===== config.mk =====
export PLATFORM = sky130hd
export DESIGN_NAME = linear_interp_resampler_flat
export DESIGN_NICKNAME = d
export VERILOG_FILES = /design/src/design/ltr_pkg.sv /design/src/design/ltr_req_if.sv /design/src/design/ltr_rsp_if.sv /design/src/design/ltr_front.sv /design/src/design/ltr_fifo.sv /design/src/design/ltr_back.sv /design/src/design/linear_interp_resampler.sv /design/src/flat_wrapper.sv
export SDC_FILE = /design/constraint.sdc
export NUM_CORES = 2
export LEC_CHECK = 0
export BUFFER_PORTS_ARGS = -buffer_cell sky130_fd_sc_hd__buf_2
export CORE_MARGIN = 10
export CORE_UTILIZATION = 60
export CTS_CLUSTER_DIAMETER = 100
export DETAILED_ROUTE_END_ITERATION = 10
export PLACE_DENSITY = 0.86
export SYNTH_ARGS = -nofsm -noshare
export SYNTH_HDL_FRONTEND = slang
export SYNTH_SLANG_ARGS = --single-unit
export TNS_END_PERCENT = 10

===== constraint.sdc =====
create_clock -name clock -period 35.7 [get_ports clock]
set_input_delay 7.14 -clock clock [delete_from_list [all_inputs] [get_ports clock]]
set_output_delay 7.14 -clock clock [all_outputs]
set_load 0.05 [all_outputs]

===== src/design/ltr_pkg.sv =====
// ----------------------------------------------------------------------------
// ltr_pkg: shared types and constants of the linear interpolation resampler
// Holds the sample and frame types, the command passed from front to back,
// the effective configuration and the state codes of the back end.
// ----------------------------------------------------------------------------
package ltr_pkg;

   localparam int MAX_CHANNELS = 8;
   localparam int SAMPLE_BITS  = 16;
   localparam int WEIGHT_FRAC  = 15;
   localparam int RATE_W       = 19;
   localparam int PHASE_W      = 20;
   localparam int CH_W         = 3;
   localparam int NCH_W        = 4;
   localparam int MUL_UP_SHIFT = 3;
   localparam int PROD_W       = 33;

   localparam logic [RATE_W-1:0] DEFAULT_RATE = RATE_W'(48000);
   localparam logic [NCH_W-1:0]  DEFAULT_NCH  = NCH_W'(2);

   localparam logic [1:0] REG_INPUT_RATE    = 2'd0;
   localparam logic [1:0] REG_OUTPUT_RATE   = 2'd1;
   localparam logic [1:0] REG_CHANNEL_COUNT = 2'd2;

   localparam logic OP_SAMPLE = 1'b0;
   localparam logic OP_FLUSH  = 1'b1;

   typedef logic signed [SAMPLE_BITS-1:0] sample_type;
   typedef sample_type [MAX_CHANNELS-1:0] frame_type;

   typedef enum logic [1:0] {
      CMD_BYPASS,
      CMD_FRAME,
      CMD_FLUSH
   } cmd_kind_type;

   typedef struct packed {
      cmd_kind_type    kind;
      logic [CH_W-1:0] ch;
      logic            frame_done;
      logic            has_prev;
      frame_type       frame;
   } cmd_type;

   typedef struct packed {
      logic [RATE_W-1:0] rin;
      logic [RATE_W-1:0] rout;
      logic [NCH_W-1:0]  nch;
      logic              clear;
   } cfg_type;

   typedef enum logic [2:0] {
      ST_IDLE,
      ST_DISPATCH,
      ST_CHECK,
      ST_DIV,
      ST_MUL,
      ST_EMIT
   } state_type;

endpackage


===== src/design/ltr_req_if.sv =====
// ----------------------------------------------------------------------------
// ltr_req_if: input channel of the resampler
// Valid/ready channel carrying an operation code and one audio sample.
// ----------------------------------------------------------------------------
interface ltr_req_if;
   logic                 valid;
   logic                 ready;
   logic                 operation;
   ltr_pkg::sample_type  sample;

   modport source (output valid, output operation, output sample, input ready);
   modport sink   (input valid, input operation, input sample, output ready);
endinterface


===== src/design/ltr_rsp_if.sv =====
// ----------------------------------------------------------------------------
// ltr_rsp_if: result channel of the resampler
// Valid/ready channel carrying one output sample with its channel and last.
// ----------------------------------------------------------------------------
interface ltr_rsp_if;
   logic                          valid;
   logic                          ready;
   ltr_pkg::sample_type           sample_out;
   logic [ltr_pkg::CH_W-1:0]      channel;
   logic                          last;

   modport source (output valid, output sample_out, output channel, output last,
                   input ready);
   modport sink   (input valid, input sample_out, input channel, input last,
                   output ready);
endinterface


===== src/design/ltr_front.sv =====
// ----------------------------------------------------------------------------
// ltr_front: input side of the resampler
// Holds configuration, collects the interleaved frame and issues commands.
// ----------------------------------------------------------------------------
module ltr_front (
   input  logic                        clock,
   input  logic                        reset,
   ltr_req_if.sink                     req_ch,
   input  logic                        csr_we,
   input  logic [1:0]                  csr_index,
   input  logic [ltr_pkg::RATE_W-1:0]  csr_wdata,
   input  logic                        q_full,
   output logic                        q_push,
   output ltr_pkg::cmd_type            q_cmd,
   output ltr_pkg::cfg_type            cfg
);

   logic [ltr_pkg::RATE_W-1:0] rin_ff, rin_in;
   logic [ltr_pkg::RATE_W-1:0] rout_ff, rout_in;
   logic [ltr_pkg::NCH_W-1:0]  nch_ff, nch_in;
   logic [ltr_pkg::CH_W-1:0]   pos_ff, pos_in;
   logic                       has_prev_ff, has_prev_in;
   ltr_pkg::frame_type         cur_ff, cur_in;

   logic [ltr_pkg::RATE_W-1:0]            rin_eff, rout_raw, rout_eff;
   logic [ltr_pkg::RATE_W+ltr_pkg::MUL_UP_SHIFT-1:0] cap;
   logic [ltr_pkg::NCH_W-1:0]             nch_eff;
   logic [ltr_pkg::CH_W-1:0]              pos;
   logic                                  done, accept, cfg_hit;

   always_comb begin
      rin_eff  = (rin_ff == '0) ? ltr_pkg::DEFAULT_RATE : rin_ff;
      rout_raw = (rout_ff == '0) ? ltr_pkg::DEFAULT_RATE : rout_ff;
      cap      = {rin_eff, {ltr_pkg::MUL_UP_SHIFT{1'b0}}};
      rout_eff = ({{ltr_pkg::MUL_UP_SHIFT{1'b0}}, rout_raw} > cap) ?
                 cap[ltr_pkg::RATE_W-1:0] : rout_raw;
      if (nch_ff == '0) begin
         nch_eff = ltr_pkg::NCH_W'(1);
      end else if (nch_ff > ltr_pkg::NCH_W'(ltr_pkg::MAX_CHANNELS)) begin
         nch_eff = ltr_pkg::NCH_W'(ltr_pkg::MAX_CHANNELS);
      end else begin
         nch_eff = nch_ff;
      end
   end

   assign cfg_hit = csr_we && (csr_index == ltr_pkg::REG_INPUT_RATE ||
                               csr_index == ltr_pkg::REG_OUTPUT_RATE ||
                               csr_index == ltr_pkg::REG_CHANNEL_COUNT);

   assign cfg.rin   = rin_eff;
   assign cfg.rout  = rout_eff;
   assign cfg.nch   = nch_eff;
   assign cfg.clear = cfg_hit;

   assign req_ch.ready = !q_full;
   assign accept       = req_ch.valid && !q_full;

   assign pos  = ({1'b0, pos_ff} >= nch_eff) ? '0 : pos_ff;
   assign done = ({1'b0, pos} + ltr_pkg::NCH_W'(1)) >= nch_eff;

   always_comb begin
      rin_in      = rin_ff;
      rout_in     = rout_ff;
      nch_in      = nch_ff;
      pos_in      = pos_ff;
      has_prev_in = has_prev_ff;
      cur_in      = cur_ff;
      q_push      = 1'b0;
      q_cmd.kind       = ltr_pkg::CMD_FRAME;
      q_cmd.ch         = pos;
      q_cmd.frame_done = done;
      q_cmd.has_prev   = has_prev_ff;
      q_cmd.frame      = cur_ff;
      q_cmd.frame[pos] = req_ch.sample;

      if (cfg_hit) begin
         case (csr_index)
            ltr_pkg::REG_INPUT_RATE:  rin_in  = csr_wdata;
            ltr_pkg::REG_OUTPUT_RATE: rout_in = csr_wdata;
            default:                  nch_in  = csr_wdata[ltr_pkg::NCH_W-1:0];
         endcase
         pos_in      = '0;
         has_prev_in = 1'b0;
      end else if (accept) begin
         if (req_ch.operation == ltr_pkg::OP_FLUSH) begin
            q_cmd.kind  = ltr_pkg::CMD_FLUSH;
            q_push      = 1'b1;
            pos_in      = '0;
            has_prev_in = 1'b0;
         end else begin
            cur_in = q_cmd.frame;
            if (rin_eff == rout_eff) begin
               q_cmd.kind = ltr_pkg::CMD_BYPASS;
               q_push     = 1'b1;
               if (done) begin
                  pos_in      = '0;
                  has_prev_in = 1'b1;
               end else begin
                  pos_in = pos + ltr_pkg::CH_W'(1);
               end
            end else if (done) begin
               q_push      = 1'b1;
               pos_in      = '0;
               has_prev_in = 1'b1;
            end else begin
               pos_in = pos + ltr_pkg::CH_W'(1);
            end
         end
      end
   end

   always_ff @(posedge clock) begin
      if (reset) begin
         rin_ff      <= ltr_pkg::DEFAULT_RATE;
         rout_ff     <= ltr_pkg::DEFAULT_RATE;
         nch_ff      <= ltr_pkg::DEFAULT_NCH;
         pos_ff      <= '0;
         has_prev_ff <= 1'b0;
      end else begin
         rin_ff      <= rin_in;
         rout_ff     <= rout_in;
         nch_ff      <= nch_in;
         pos_ff      <= pos_in;
         has_prev_ff <= has_prev_in;
      end
      cur_ff <= cur_in;
   end

endmodule


===== src/design/ltr_fifo.sv =====
// ----------------------------------------------------------------------------
// ltr_fifo: two-entry command queue between front and back
// ----------------------------------------------------------------------------
module ltr_fifo (
   input  logic             clock,
   input  logic             reset,
   input  logic             push,
   input  ltr_pkg::cmd_type push_cmd,
   input  logic             pop,
   output ltr_pkg::cmd_type pop_cmd,
   output logic             full,
   output logic             empty
);

   ltr_pkg::cmd_type mem_ff [2];
   logic             wr_ff, wr_in, rd_ff, rd_in;
   logic [1:0]       cnt_ff, cnt_in;

   assign full    = cnt_ff == 2'd2;
   assign empty   = cnt_ff == 2'd0;
   assign pop_cmd = mem_ff[rd_ff];

   always_comb begin
      wr_in  = push ? !wr_ff : wr_ff;
      rd_in  = pop ? !rd_ff : rd_ff;
      cnt_in = cnt_ff + {1'b0, push} - {1'b0, pop};
   end

   always_ff @(posedge clock) begin
      if (reset) begin
         wr_ff  <= 1'b0;
         rd_ff  <= 1'b0;
         cnt_ff <= '0;
      end else begin
         wr_ff  <= wr_in;
         rd_ff  <= rd_in;
         cnt_ff <= cnt_in;
      end
      if (push) begin
         mem_ff[wr_ff] <= push_cmd;
      end
   end

endmodule


===== src/design/ltr_back.sv =====
// ----------------------------------------------------------------------------
// ltr_back: output side of the resampler
// Walks a frame's output positions, derives the weight with a serial divider
// and interpolates each channel into the output register, or passes bypass.
// ----------------------------------------------------------------------------
module ltr_back (
   input  logic             clock,
   input  logic             reset,
   input  ltr_pkg::cfg_type cfg,
   input  logic             q_empty,
   input  ltr_pkg::cmd_type q_cmd,
   output logic             q_pop,
   ltr_rsp_if.source        rsp_ch
);

   ltr_pkg::state_type              state_ff, state_in;
   ltr_pkg::cmd_type                cmd_ff, cmd_in;
   ltr_pkg::frame_type              prev_ff, prev_in;
   logic [ltr_pkg::PHASE_W-1:0]     phase_ff, phase_in;
   logic [ltr_pkg::RATE_W-1:0]      rem_ff, rem_in;
   logic [15:0]                     num_ff, num_in, q_ff, q_in;
   logic [3:0]                      cnt_ff, cnt_in;
   logic [ltr_pkg::WEIGHT_FRAC-1:0] t_ff, t_in;
   logic [ltr_pkg::CH_W-1:0]        ch_ff, ch_in;
   logic signed [ltr_pkg::PROD_W-1:0] prod_ff, prod_in;
   logic                            out_valid_ff, out_valid_in;
   ltr_pkg::sample_type             out_sample_ff, out_sample_in;
   logic [ltr_pkg::CH_W-1:0]        out_ch_ff, out_ch_in;
   logic                            out_last_ff, out_last_in;

   logic                            out_free, lt, ge, ch_last, pos_last;
   logic [ltr_pkg::PHASE_W+ltr_pkg::WEIGHT_FRAC-1:0] num_full;
   logic [ltr_pkg::RATE_W:0]        trial;
   logic [ltr_pkg::PHASE_W:0]       phase_next;
   logic signed [ltr_pkg::SAMPLE_BITS:0] diff;
   logic signed [ltr_pkg::PROD_W-1:0]    rounded;
   logic signed [ltr_pkg::SAMPLE_BITS+2:0] sum;

   assign out_free   = !out_valid_ff || rsp_ch.ready;
   assign lt         = {1'b0, cfg.rout} > phase_ff;
   assign phase_next = {1'b0, phase_ff} + (ltr_pkg::PHASE_W+1)'(cfg.rin);
   assign pos_last   = phase_next >= (ltr_pkg::PHASE_W+1)'(cfg.rout);
   assign ch_last    = {1'b0, ch_ff} == (cfg.nch - ltr_pkg::NCH_W'(1));
   assign num_full   = {phase_ff, {ltr_pkg::WEIGHT_FRAC{1'b0}}} +
                       (ltr_pkg::PHASE_W+ltr_pkg::WEIGHT_FRAC)'(cfg.rout >> 1);
   assign trial      = {rem_ff, num_ff[15]};
   assign ge         = trial >= {1'b0, cfg.rout};
   assign diff       = (ltr_pkg::SAMPLE_BITS+1)'(cmd_ff.frame[ch_ff]) -
                       (ltr_pkg::SAMPLE_BITS+1)'(prev_ff[ch_ff]);
   assign rounded    = (prod_ff + ltr_pkg::PROD_W'(1 << (ltr_pkg::WEIGHT_FRAC - 1)))
                       >>> ltr_pkg::WEIGHT_FRAC;
   assign sum        = (ltr_pkg::SAMPLE_BITS+3)'(prev_ff[ch_ff]) +
                       rounded[ltr_pkg::SAMPLE_BITS+2:0];

   // next state
   always_comb begin
      state_in = state_ff;
      case (state_ff)
         ltr_pkg::ST_IDLE: begin
            if (!q_empty) state_in = ltr_pkg::ST_DISPATCH;
         end
         ltr_pkg::ST_DISPATCH: begin
            case (cmd_ff.kind)
               ltr_pkg::CMD_BYPASS: if (out_free) state_in = ltr_pkg::ST_IDLE;
               ltr_pkg::CMD_FRAME:  state_in = cmd_ff.has_prev ? ltr_pkg::ST_CHECK :
                                                                 ltr_pkg::ST_IDLE;
               default:             state_in = ltr_pkg::ST_IDLE;
            endcase
         end
         ltr_pkg::ST_CHECK: state_in = lt ? ltr_pkg::ST_DIV : ltr_pkg::ST_IDLE;
         ltr_pkg::ST_DIV: begin
            if (cnt_ff == 4'd15) state_in = ltr_pkg::ST_MUL;
         end
         ltr_pkg::ST_MUL: state_in = ltr_pkg::ST_EMIT;
         ltr_pkg::ST_EMIT: begin
            if (out_free) state_in = ch_last ? ltr_pkg::ST_CHECK : ltr_pkg::ST_MUL;
         end
         default: state_in = ltr_pkg::ST_IDLE;
      endcase
   end

   // datapath and outputs
   always_comb begin
      q_pop         = 1'b0;
      cmd_in        = cmd_ff;
      prev_in       = prev_ff;
      phase_in      = phase_ff;
      rem_in        = rem_ff;
      num_in        = num_ff;
      q_in          = q_ff;
      cnt_in        = cnt_ff;
      t_in          = t_ff;
      ch_in         = ch_ff;
      prod_in       = prod_ff;
      out_valid_in  = out_valid_ff && !rsp_ch.ready;
      out_sample_in = out_sample_ff;
      out_ch_in     = out_ch_ff;
      out_last_in   = out_last_ff;

      case (state_ff)
         ltr_pkg::ST_IDLE: begin
            if (!q_empty) begin
               q_pop  = 1'b1;
               cmd_in = q_cmd;
            end
         end
         ltr_pkg::ST_DISPATCH: begin
            case (cmd_ff.kind)
               ltr_pkg::CMD_BYPASS: begin
                  if (out_free) begin
                     out_valid_in  = 1'b1;
                     out_sample_in = cmd_ff.frame[cmd_ff.ch];
                     out_ch_in     = cmd_ff.ch;
                     out_last_in   = 1'b1;
                     if (cmd_ff.frame_done) begin
                        prev_in  = cmd_ff.frame;
                        phase_in = '0;
                     end
                  end
               end
               ltr_pkg::CMD_FRAME: begin
                  if (!cmd_ff.has_prev) prev_in = cmd_ff.frame;
               end
               default: phase_in = '0;
            endcase
         end
         ltr_pkg::ST_CHECK: begin
            if (lt) begin
               rem_in = ltr_pkg::RATE_W'(
                           num_full[ltr_pkg::PHASE_W+ltr_pkg::WEIGHT_FRAC-2:16]);
               num_in = num_full[15:0];
               cnt_in = '0;
            end else begin
               phase_in = phase_ff - ltr_pkg::PHASE_W'(cfg.rout);
               prev_in  = cmd_ff.frame;
            end
         end
         ltr_pkg::ST_DIV: begin
            rem_in = ge ? ltr_pkg::RATE_W'(trial - {1'b0, cfg.rout}) :
                          trial[ltr_pkg::RATE_W-1:0];
            num_in = {num_ff[14:0], 1'b0};
            q_in   = {q_ff[14:0], ge};
            cnt_in = cnt_ff + 4'd1;
            if (cnt_ff == 4'd15) begin
               t_in  = q_in[15] ? '1 : q_in[ltr_pkg::WEIGHT_FRAC-1:0];
               ch_in = '0;
            end
         end
         ltr_pkg::ST_MUL: begin
            prod_in = ltr_pkg::PROD_W'(diff) *
                      ltr_pkg::PROD_W'($signed({1'b0, t_ff}));
         end
         ltr_pkg::ST_EMIT: begin
            if (out_free) begin
               out_valid_in = 1'b1;
               if (sum > (ltr_pkg::SAMPLE_BITS+3)'(32767)) begin
                  out_sample_in = 16'sh7fff;
               end else if (sum < -(ltr_pkg::SAMPLE_BITS+3)'(32768)) begin
                  out_sample_in = 16'sh8000;
               end else begin
                  out_sample_in = sum[ltr_pkg::SAMPLE_BITS-1:0];
               end
               out_ch_in   = ch_ff;
               out_last_in = ch_last && pos_last;
               if (ch_last) begin
                  phase_in = phase_next[ltr_pkg::PHASE_W-1:0];
               end else begin
                  ch_in = ch_ff + ltr_pkg::CH_W'(1);
               end
            end
         end
         default: ;
      endcase

      if (cfg.clear) phase_in = '0;
   end

   assign rsp_ch.valid      = out_valid_ff;
   assign rsp_ch.sample_out = out_sample_ff;
   assign rsp_ch.channel    = out_ch_ff;
   assign rsp_ch.last       = out_last_ff;

   always_ff @(posedge clock) begin
      if (reset) begin
         state_ff     <= ltr_pkg::ST_IDLE;
         phase_ff     <= '0;
         out_valid_ff <= 1'b0;
      end else begin
         state_ff     <= state_in;
         phase_ff     <= phase_in;
         out_valid_ff <= out_valid_in;
      end
      cmd_ff        <= cmd_in;
      prev_ff       <= prev_in;
      rem_ff        <= rem_in;
      num_ff        <= num_in;
      q_ff          <= q_in;
      cnt_ff        <= cnt_in;
      t_ff          <= t_in;
      ch_ff         <= ch_in;
      prod_ff       <= prod_in;
      out_sample_ff <= out_sample_in;
      out_ch_ff     <= out_ch_in;
      out_last_ff   <= out_last_in;
   end

endmodule


===== src/design/linear_interp_resampler.sv =====
// ----------------------------------------------------------------------------
// linear_interp_resampler: linear interpolation sample rate converter
// Interleaved audio in, resampled interleaved audio out.
// ----------------------------------------------------------------------------
// Usage:
//   req_ch carries one transaction per input sample (operation = sample) or a
//   flush (operation = flush, clears history and phase). Samples arrive in
//   channel-interleaved order; a completed frame releases every output
//   position between the previous and the current frame, each as one
//   transaction per channel on rsp_ch, with last set on the final one.
//   csr_we/csr_index/csr_wdata write the input rate, output rate and channel
//   count; write only while the block is idle. Each such write clears history.
//   Equal effective rates pass each sample straight through with last set.
// Timing:
//   The front keeps accepting while the two-entry command queue has room; a
//   sample that completes a frame, a bypass sample or a flush is queued as a
//   command. Per output position the back runs the phase check and the
//   16-step serial weight divider (one quotient bit per cycle), then a
//   multiply step and a round-and-emit step per channel; the emit step waits
//   while the output register holds a result not yet taken.
// Reset and stall:
//   Synchronous reset restores default rates and two channels and empties the
//   queue. A stalled rsp_ch holds the output register; the back stops and the
//   queue then fills, dropping req_ch.ready.
// ----------------------------------------------------------------------------
module linear_interp_resampler (
   input  logic                       clock,
   input  logic                       reset,
   ltr_req_if.sink                    req_ch,
   ltr_rsp_if.source                  rsp_ch,
   input  logic                       csr_we,
   input  logic [1:0]                 csr_index,
   input  logic [ltr_pkg::RATE_W-1:0] csr_wdata
);

   ltr_pkg::cfg_type cfg;
   ltr_pkg::cmd_type push_cmd, pop_cmd;
   logic             push, pop, full, empty;

   // accept, frame collection, configuration
   ltr_front u_front (
      .clock     (clock),
      .reset     (reset),
      .req_ch    (req_ch),
      .csr_we    (csr_we),
      .csr_index (csr_index),
      .csr_wdata (csr_wdata),
      .q_full    (full),
      .q_push    (push),
      .q_cmd     (push_cmd),
      .cfg       (cfg)
   );

   // decouple front and back
   ltr_fifo u_fifo (
      .clock    (clock),
      .reset    (reset),
      .push     (push),
      .push_cmd (push_cmd),
      .pop      (pop),
      .pop_cmd  (pop_cmd),
      .full     (full),
      .empty    (empty)
   );

   // weight division, interpolation, output register
   ltr_back u_back (
      .clock   (clock),
      .reset   (reset),
      .cfg     (cfg),
      .q_empty (empty),
      .q_cmd   (pop_cmd),
      .q_pop   (pop),
      .rsp_ch  (rsp_ch)
   );

endmodule


===== src/flat_wrapper.sv =====
// flat-port wrapper written by rule: the top's interface ports become plain ports
module linear_interp_resampler_flat 
  (clock, reset, csr_we, csr_index, csr_wdata, req_ch_valid, req_ch_operation, req_ch_sample, req_ch_ready, rsp_ch_valid, rsp_ch_sample_out, rsp_ch_channel, rsp_ch_last, rsp_ch_ready);
  ltr_req_if req_ch_i ();
  ltr_rsp_if rsp_ch_i ();
  input  logic clock;
  input  logic reset;
  input  logic csr_we;
  input  logic [1:0] csr_index;
  input  logic [ltr_pkg::RATE_W-1:0] csr_wdata;
  input wire logic [$bits(req_ch_i.valid)-1:0] req_ch_valid;
  input wire logic [$bits(req_ch_i.operation)-1:0] req_ch_operation;
  input wire logic [$bits(req_ch_i.sample)-1:0] req_ch_sample;
  output wire logic [$bits(req_ch_i.ready)-1:0] req_ch_ready;
  output wire logic [$bits(rsp_ch_i.valid)-1:0] rsp_ch_valid;
  output wire logic [$bits(rsp_ch_i.sample_out)-1:0] rsp_ch_sample_out;
  output wire logic [$bits(rsp_ch_i.channel)-1:0] rsp_ch_channel;
  output wire logic [$bits(rsp_ch_i.last)-1:0] rsp_ch_last;
  input wire logic [$bits(rsp_ch_i.ready)-1:0] rsp_ch_ready;
  assign req_ch_i.valid = req_ch_valid;
  assign req_ch_i.operation = req_ch_operation;
  assign req_ch_i.sample = req_ch_sample;
  assign req_ch_ready = req_ch_i.ready;
  assign rsp_ch_valid = rsp_ch_i.valid;
  assign rsp_ch_sample_out = rsp_ch_i.sample_out;
  assign rsp_ch_channel = rsp_ch_i.channel;
  assign rsp_ch_last = rsp_ch_i.last;
  assign rsp_ch_i.ready = rsp_ch_ready;
  linear_interp_resampler u_core (.clock(clock), .reset(reset), .req_ch(req_ch_i), .rsp_ch(rsp_ch_i), .csr_we(csr_we), .csr_index(csr_index), .csr_wdata(csr_wdata));
endmodule

## After elaboration in Yosys (flattened, before gate mapping)

Memory sizes are Yosys's and may differ from the RTL's. A register that Yosys moved wholly into a read port is not among the register bits.
Cells that the tools add are included.
W data, S select, Z words.

| storage, ports and cells | value |
|---|---|
| register bits | 455 |
| RAM bits | 270 |
| input port bits | 43 |
| output and inout bits | 22 |
| logic and storage cells | 219 |
| memories kept | 1 |

Memories:

| name | depth | width | read ports | clocked after Yosys merged registers in | wr ports | RTL line | RTL |
|---|---|---|---|---|---|---|---|
| u_core.u_fifo.mem_ff | 2 | 135 | 1 | 1 | 1 | ltr_fifo.sv:15 | `ltr_pkg::cmd_type mem_ff [2];` |

| operators by class | value |
|---|---|
| add/subtract/negate cells | 14 |
| multiply operators | 1 |
| $lt $le $gt $ge | 13 |
| equality and inequality tests | 26 |
| multiplexer cells | 82 |
| bitwise gates (word level) | 4 |
| reduce and logical (&&, ||, !) cells | 41 |

Operators by type and width:

| kind | count |
|---|---|
| $mux W128 | 4 |
| $pmux W128 S2 | 2 |
| $mux W16 | 10 |
| $bmux W16 S3 | 3 |
| $bwmux W128 | 1 |
| $mux W20 | 5 |
| $mux W19 | 5 |
| $pmux W16 S2 | 2 |
| $pmux W20 S3 | 1 |
| $demux W16 S3 | 1 |
| $mux W3 | 14 |
| $pmux W20 S2 | 1 |
| $logic_not A19 Y1 | 2 |
| $pmux W19 S2 | 1 |
| $add A34 B18 Y34 | 1 |
| $add A33 B16 Y33 const B | 1 |
| $mul A17 B16 Y33 | 1 |
| $gt A19 B22 Y1 | 1 |
| $add A20 B19 Y21 | 1 |
| $ge A21 B19 Y1 | 1 |
| $ge A20 B19 Y1 | 1 |
| $gt A19 B20 Y1 | 1 |
| $sub A20 B19 Y20 | 1 |
| $add A16 B18 Y19 | 1 |
| 49 further kinds | 119 |

## Depth between registers and ports, before layout

| logic depth | value |
|---|---|
| word-level depth | 14 |
| gate-level depth with buffers | 42 |
| mapped depth without buffers | 37 |

## Modules after synthesis

A second synthesis with hierarchy kept.

| unflattened totals | value |
|---|---|
| cell total of the unflattened synthesis | 3,904 |
| area, all modules | 50,196.9 um^2 |

By module, submodules not included:

| module | times used | cells each | area each (um^2) | sequential area each (um^2) |
|---|---|---|---|---|
| ltr_back | 1 | 2,675 | 31,154.9 | 11,711.2 |
| ltr_fifo | 1 | 441 | 10,151.0 | 8,207.9 |
| ltr_front | 1 | 788 | 8,891.0 | 4,764.6 |

## Least setup slack after synthesis

OpenSTA, ideal clock, no wires.

| timing path | value |
|---|---|
| path kind | input to register |
| start point | input rsp_ch_ready |
| end point | register u_core.u_back.prev_ff[0] in the netlist's numbering, enable pin |
| library setup time | 0.928 ns |
| data arrival time | 19.483 ns |
| data required time | 34.772 ns |
| setup slack | 15.289 ns |
| stages | 3 |
| buffers on the path | 0 |
| cell sequence | nand2b_1 > a21oi_1 > nor4_1 |

| on the way | value |
|---|---|
| longest elaborated chain between the ends | 3 |

RTL lines:

| item | RTL line | RTL |
|---|---|---|
| from (decl) | flat_wrapper.sv:19 | `input wire logic [$bits(rsp_ch_i.ready)-1:0] rsp_ch_ready;` |
| $logic_or A1 B1 Y1 | ltr_back.sv:39 | `assign out_free = !out_valid_ff \|\| rsp_ch.ready;` |
| $ne A3 B3 Y1 (no line) | - |  |
| $reduce_and A6 Y1 (no line) | - |  |
| to (signal assigned) | ltr_back.sv:194 | `prev_ff <= prev_in;` |
| to (decl) | ltr_back.sv:18 | `ltr_pkg::frame_type prev_ff, prev_in;` |

No other way between the ends.
A chain may end at the register's enable or synchronous reset.

## Worst setup path after layout

| timing path | value |
|---|---|
| start point | register u_core.u_back.ch_ff[0] in the netlist's numbering |
| end point | register u_core.u_back.prod_ff[32] in the netlist's numbering, data pin |

| on the way | value |
|---|---|
| longest elaborated chain between the ends | 4 |
| elaborated cells between the ends (all ways) | 6 |
| those cells by class | 1 x add/sub; 1 x mul; 4 x mux |

RTL lines:

| item | RTL line | RTL |
|---|---|---|
| from (decl) | ltr_back.sv:24 | `logic [ltr_pkg::CH_W-1:0] ch_ff, ch_in;` |
| from (signal assigned) | ltr_back.sv:200 | `ch_ff <= ch_in;` |
| $bmux W16 S3, on equally long branches | ltr_back.sv:48, ltr_back.sv:49 |  |
| $mux W16, on equally long branches | ltr_back.sv:48, ltr_back.sv:49 |  |
| $sub A16 B16 Y17 (*) | ltr_back.sv:48 | `assign diff = (ltr_pkg::SAMPLE_BITS+1)'(cmd_ff.frame[ch_ff]) -` |
| $mul A17 B16 Y33 (*) | ltr_back.sv:150 | `prod_in = ltr_pkg::PROD_W'(diff) *` |
| to (signal assigned) | ltr_back.sv:201 | `prod_ff <= prod_in;` |
| to (decl) | ltr_back.sv:25 | `logic signed [ltr_pkg::PROD_W-1:0] prod_ff, prod_in;` |

Mark *: on every way between the ends. The rest lies on a longest branch, timed or not. The select of a mux whose other input is x is not followed.

==> impl_metrics.yaml <==
worst_setup_path:
  worstPathArrival_ns: 12.03
  startpoint_type: "flip-flop"
  r2r-end: "u_core.u_back.prod_ff[32]"
  cp.required_ns: 36.09
  path_max_fanout: 41
  ff2ff_path_depth: 37
  slowest_delay_ns: 0.67
  slowest_stage: "buf_4"
  reg2reg_from: "u_core.u_back.ch_ff[0]"
  critical_path.startpoint: "u_core.u_back.ch_ff[0]"
  regToRegSetupSlack_ns: 24.06
  crit_path_end_kind: "flip-flop"
  endpoint: "u_core.u_back.prod_ff[32]"
  crit_top_cell: "fa_1"
  path_class: "reg -> reg"
detailed_routing:
  dr.pass1.iters: 6
  wirelength_um: 119900
  wire_per_inst_um: 23.47
  post_drt_via_cell_ratio: 6.292
  drc: 0
  drt-initial-drc-count: 3294
  via_count: 32150
  antenna_left: 0
timing:
  period_share_pct: 32.60
  setup_viol: 0
  totalNegativeSetupSlack_ns: 0
  fmax_mhz: 85.91
  worst_clock_skew_ns: 0.04959
  hold_viol_final: 0
  finalMaxSlewViolations: 0
  relSlewSlack_pct: 17.47
  rsz0062_at_grt: "false"
  fin_crit_ns: 11.64
  tightest_slew_ns: 1.204
  hold_slack_ns: 0.4393
grt:
  grt_pass1_wl_um: 187400
  track_usage_pct: 25.25
  grt_pass1_vias: 33000
  grt_antenna_before_repair: 3
  grt_max_degree: 78
  grt_overflow_total: 0
floorplan:
  die_width_um: 308.2
  initial_core_util_pct: 60.60
  dieArea_um2: 95000
  ioPinCount: 65
  rows: 105
  core_area_um2: 82240
  die_h_um: 308.2
layout:
  fill_cells: 5524
  drive_gt1_share_pct: 16.51
  finalInstanceArea_um2: 54020
  area_growth_pct: 8.377
  finish.net_count: 4496
  final_cells: 5110
clock_tree:
  cts_sinks: 846
  postCtsHoldBufs: 0
  post_cts_resized: 0
  clkTransAtPathRegs_ns: 0.07
  clockBufferDepth: 3
  cts_tree: "built"
  postCtsSetupBuffers: 0
  htreeDepth: 3
  cts_buffers: 83
  clock_latency_ns: 0.69
  clock_tree.root_cell: "clkbuf_16"
logic_synthesis:
  yosysWarnings: 0
  ys_ff_latch: 846
  synth_async_sr_flop_share_pct: 0
  ys_types: 84
  postSynthCellCount: 3960
  synth_edf_count: 772
  synth_nets: 4485
  synthFlopType: "edfxtp_1"
  netlist_area_um2: 49840
  seq_area_frac_synth_pct: 49.48
  synth_area_per_cell_um2: 12.59
placed_design:
  dp_cells: 4956
  dpl.hpwl_um: 78700
  place_area_um2: 51260
  portBuffers: 64
  gp_congestion: 0.9270
flow_run:
  maxCapViolCount: 0
worst_hold_path:
  hp-class: "reg -> reg"
outcome:
  outcome: "completed"
-- state kept, by name (all words and copies together) (netlist names), 19 cells and up --
name and cells:
u_core.u_front.rout_ff 19, u_core.u_back.prod_ff 19, u_core.u_fifo.mem_ff 270, u_core.u_back.prev_ff 128
u_core.u_back.rem_ff 19, u_core.u_front.rin_ff 19, u_core.u_back.cmd_ff 135, u_core.u_front.cur_ff 128
u_core.u_back.phase_ff 20
-- layout by cell type, fill, tap and decap left out, types with 94 or more instances in the layout --
| master | count |
|---|---|
| edfxtp_1 | 772 |
| inv_1 | 390 |
| nand2_1 | 344 |
| mux2_2 | 263 |
| fa_1 | 257 |
| ha_1 | 225 |
| nor2_1 | 145 |
| a21oi_1 | 140 |
| o21ai_0 | 110 |
| mux4_2 | 96 |
| xnor2_1 | 95 |
| and2_1 | 94 |
-- how the worst min path moves through the flow --
stage                     startpoint                      to  slack (ns)  cells after the start
2_1_floorplan  u_core.u_back.q_ff[9]  u_core.u_back.q_ff[10]        0.42                      0
3_3_place_gp   u_core.u_back.q_ff[8]   u_core.u_back.q_ff[9]        0.42                      0
3_5_place_dp   u_core.u_back.q_ff[7]   u_core.u_back.q_ff[8]        0.43                      0
4_1_cts        u_core.u_back.q_ff[7]   u_core.u_back.q_ff[8]        0.44                      0
5_1_grt        u_core.u_back.q_ff[7]   u_core.u_back.q_ff[8]        0.44                      0
6_report       u_core.u_back.q_ff[7]   u_core.u_back.q_ff[8]        0.44                      0
-- critical path, delay by kind of cell (launching register included) --
family / cells / cell delay (ns)
fa+ha+maj: 9 / 4.09
compound gates: 16 / 3.72
buf+inv: 6 / 1.55
mux: 3 / 1.08
simple gates: 3 / 0.56
flops: 1 / 0.32
-- metal layers --
metal	track usage (%)	wire, µm	vias up
li1	-	-	14200
met1	32.53	46070	15890
met2	42.21	58700	1718
met3	4.193	10240	340
met4	10.50	4899	4
met5	0	26	-
-- through the flow --
stage               worst slack [ns]  utilization [%]
CTS                            24.07            65.68
detailed placement             23.74            62.33
floorplan                      15.29                -
global placement               23.95            62.33
global route                   23.48            65.68
finish                         24.06            65.68
-- Yosys cell counts, types with 18 or more instances --
cell type / n / area (µm²)
edfxtp_1: 772 / 23180
inv_1: 390 / 1464
nand2_1: 345 / 1295
mux2_2: 263 / 2962
fa_1: 257 / 5145
ha_1: 225 / 2815
clkbuf_1: 172 / 645.6
nor2_1: 145 / 544.3
a21oi_1: 140 / 700.7
o21ai_0: 110 / 550.5
mux4_2: 96 / 2162
xnor2_1: 96 / 840.8
and2_1: 95 / 594.3
nand3_1: 94 / 470.5
dfxtp_1: 74 / 1481
nor3_1: 52 / 260.3
a21o_1: 44 / 330.3
nor2b_1: 44 / 275.3
xor2_1: 42 / 367.9
mux2i_1: 40 / 400.4
nand2b_1: 38 / 237.7
o211ai_1: 36 / 270.3
and3_1: 32 / 200.2
or2_2: 28 / 175.2
a31oi_1: 24 / 150.1
nand4_1: 20 / 125.1
a22oi_1: 19 / 142.6
a221oi_1: 18 / 157.7
o21a_1: 18 / 135.1
or3_1: 18 / 112.6
-- kinds of logic after synthesis --
group                      share of synthesized area (%)
AOI/OAI and AO/OA                                  6.921
xor gates and xnor gates                           2.425
adders and majority gates                          16.09
buffers and inverters                              4.443
DFF                                                49.48
muxes                                              11.11
and+or+nand+nor                                    9.522
-- cell type report --
| type | instances | area, µm² | area share (%) |
|---|---|---|---|
| timing repair buffer | 121 | 748.2 | 1.385 |
| clock buffer | 109 | 2238 | 4.144 |
| inverter | 392 | 1471 | 2.724 |
| multi-input combinational | 2527 | 23040 | 42.65 |
| clock inverter | 44 | 513.0 | 0.9497 |
| tap | 1070 | 1339 | 2.478 |
| sequential | 846 | 24670 | 45.67 |
| antenna | 1 | 2.502 | 0.004633 |
Power is left out: the tool's default activity adds up to more than one toggle a clock period on the data nets, which glitch-free logic cannot reach.
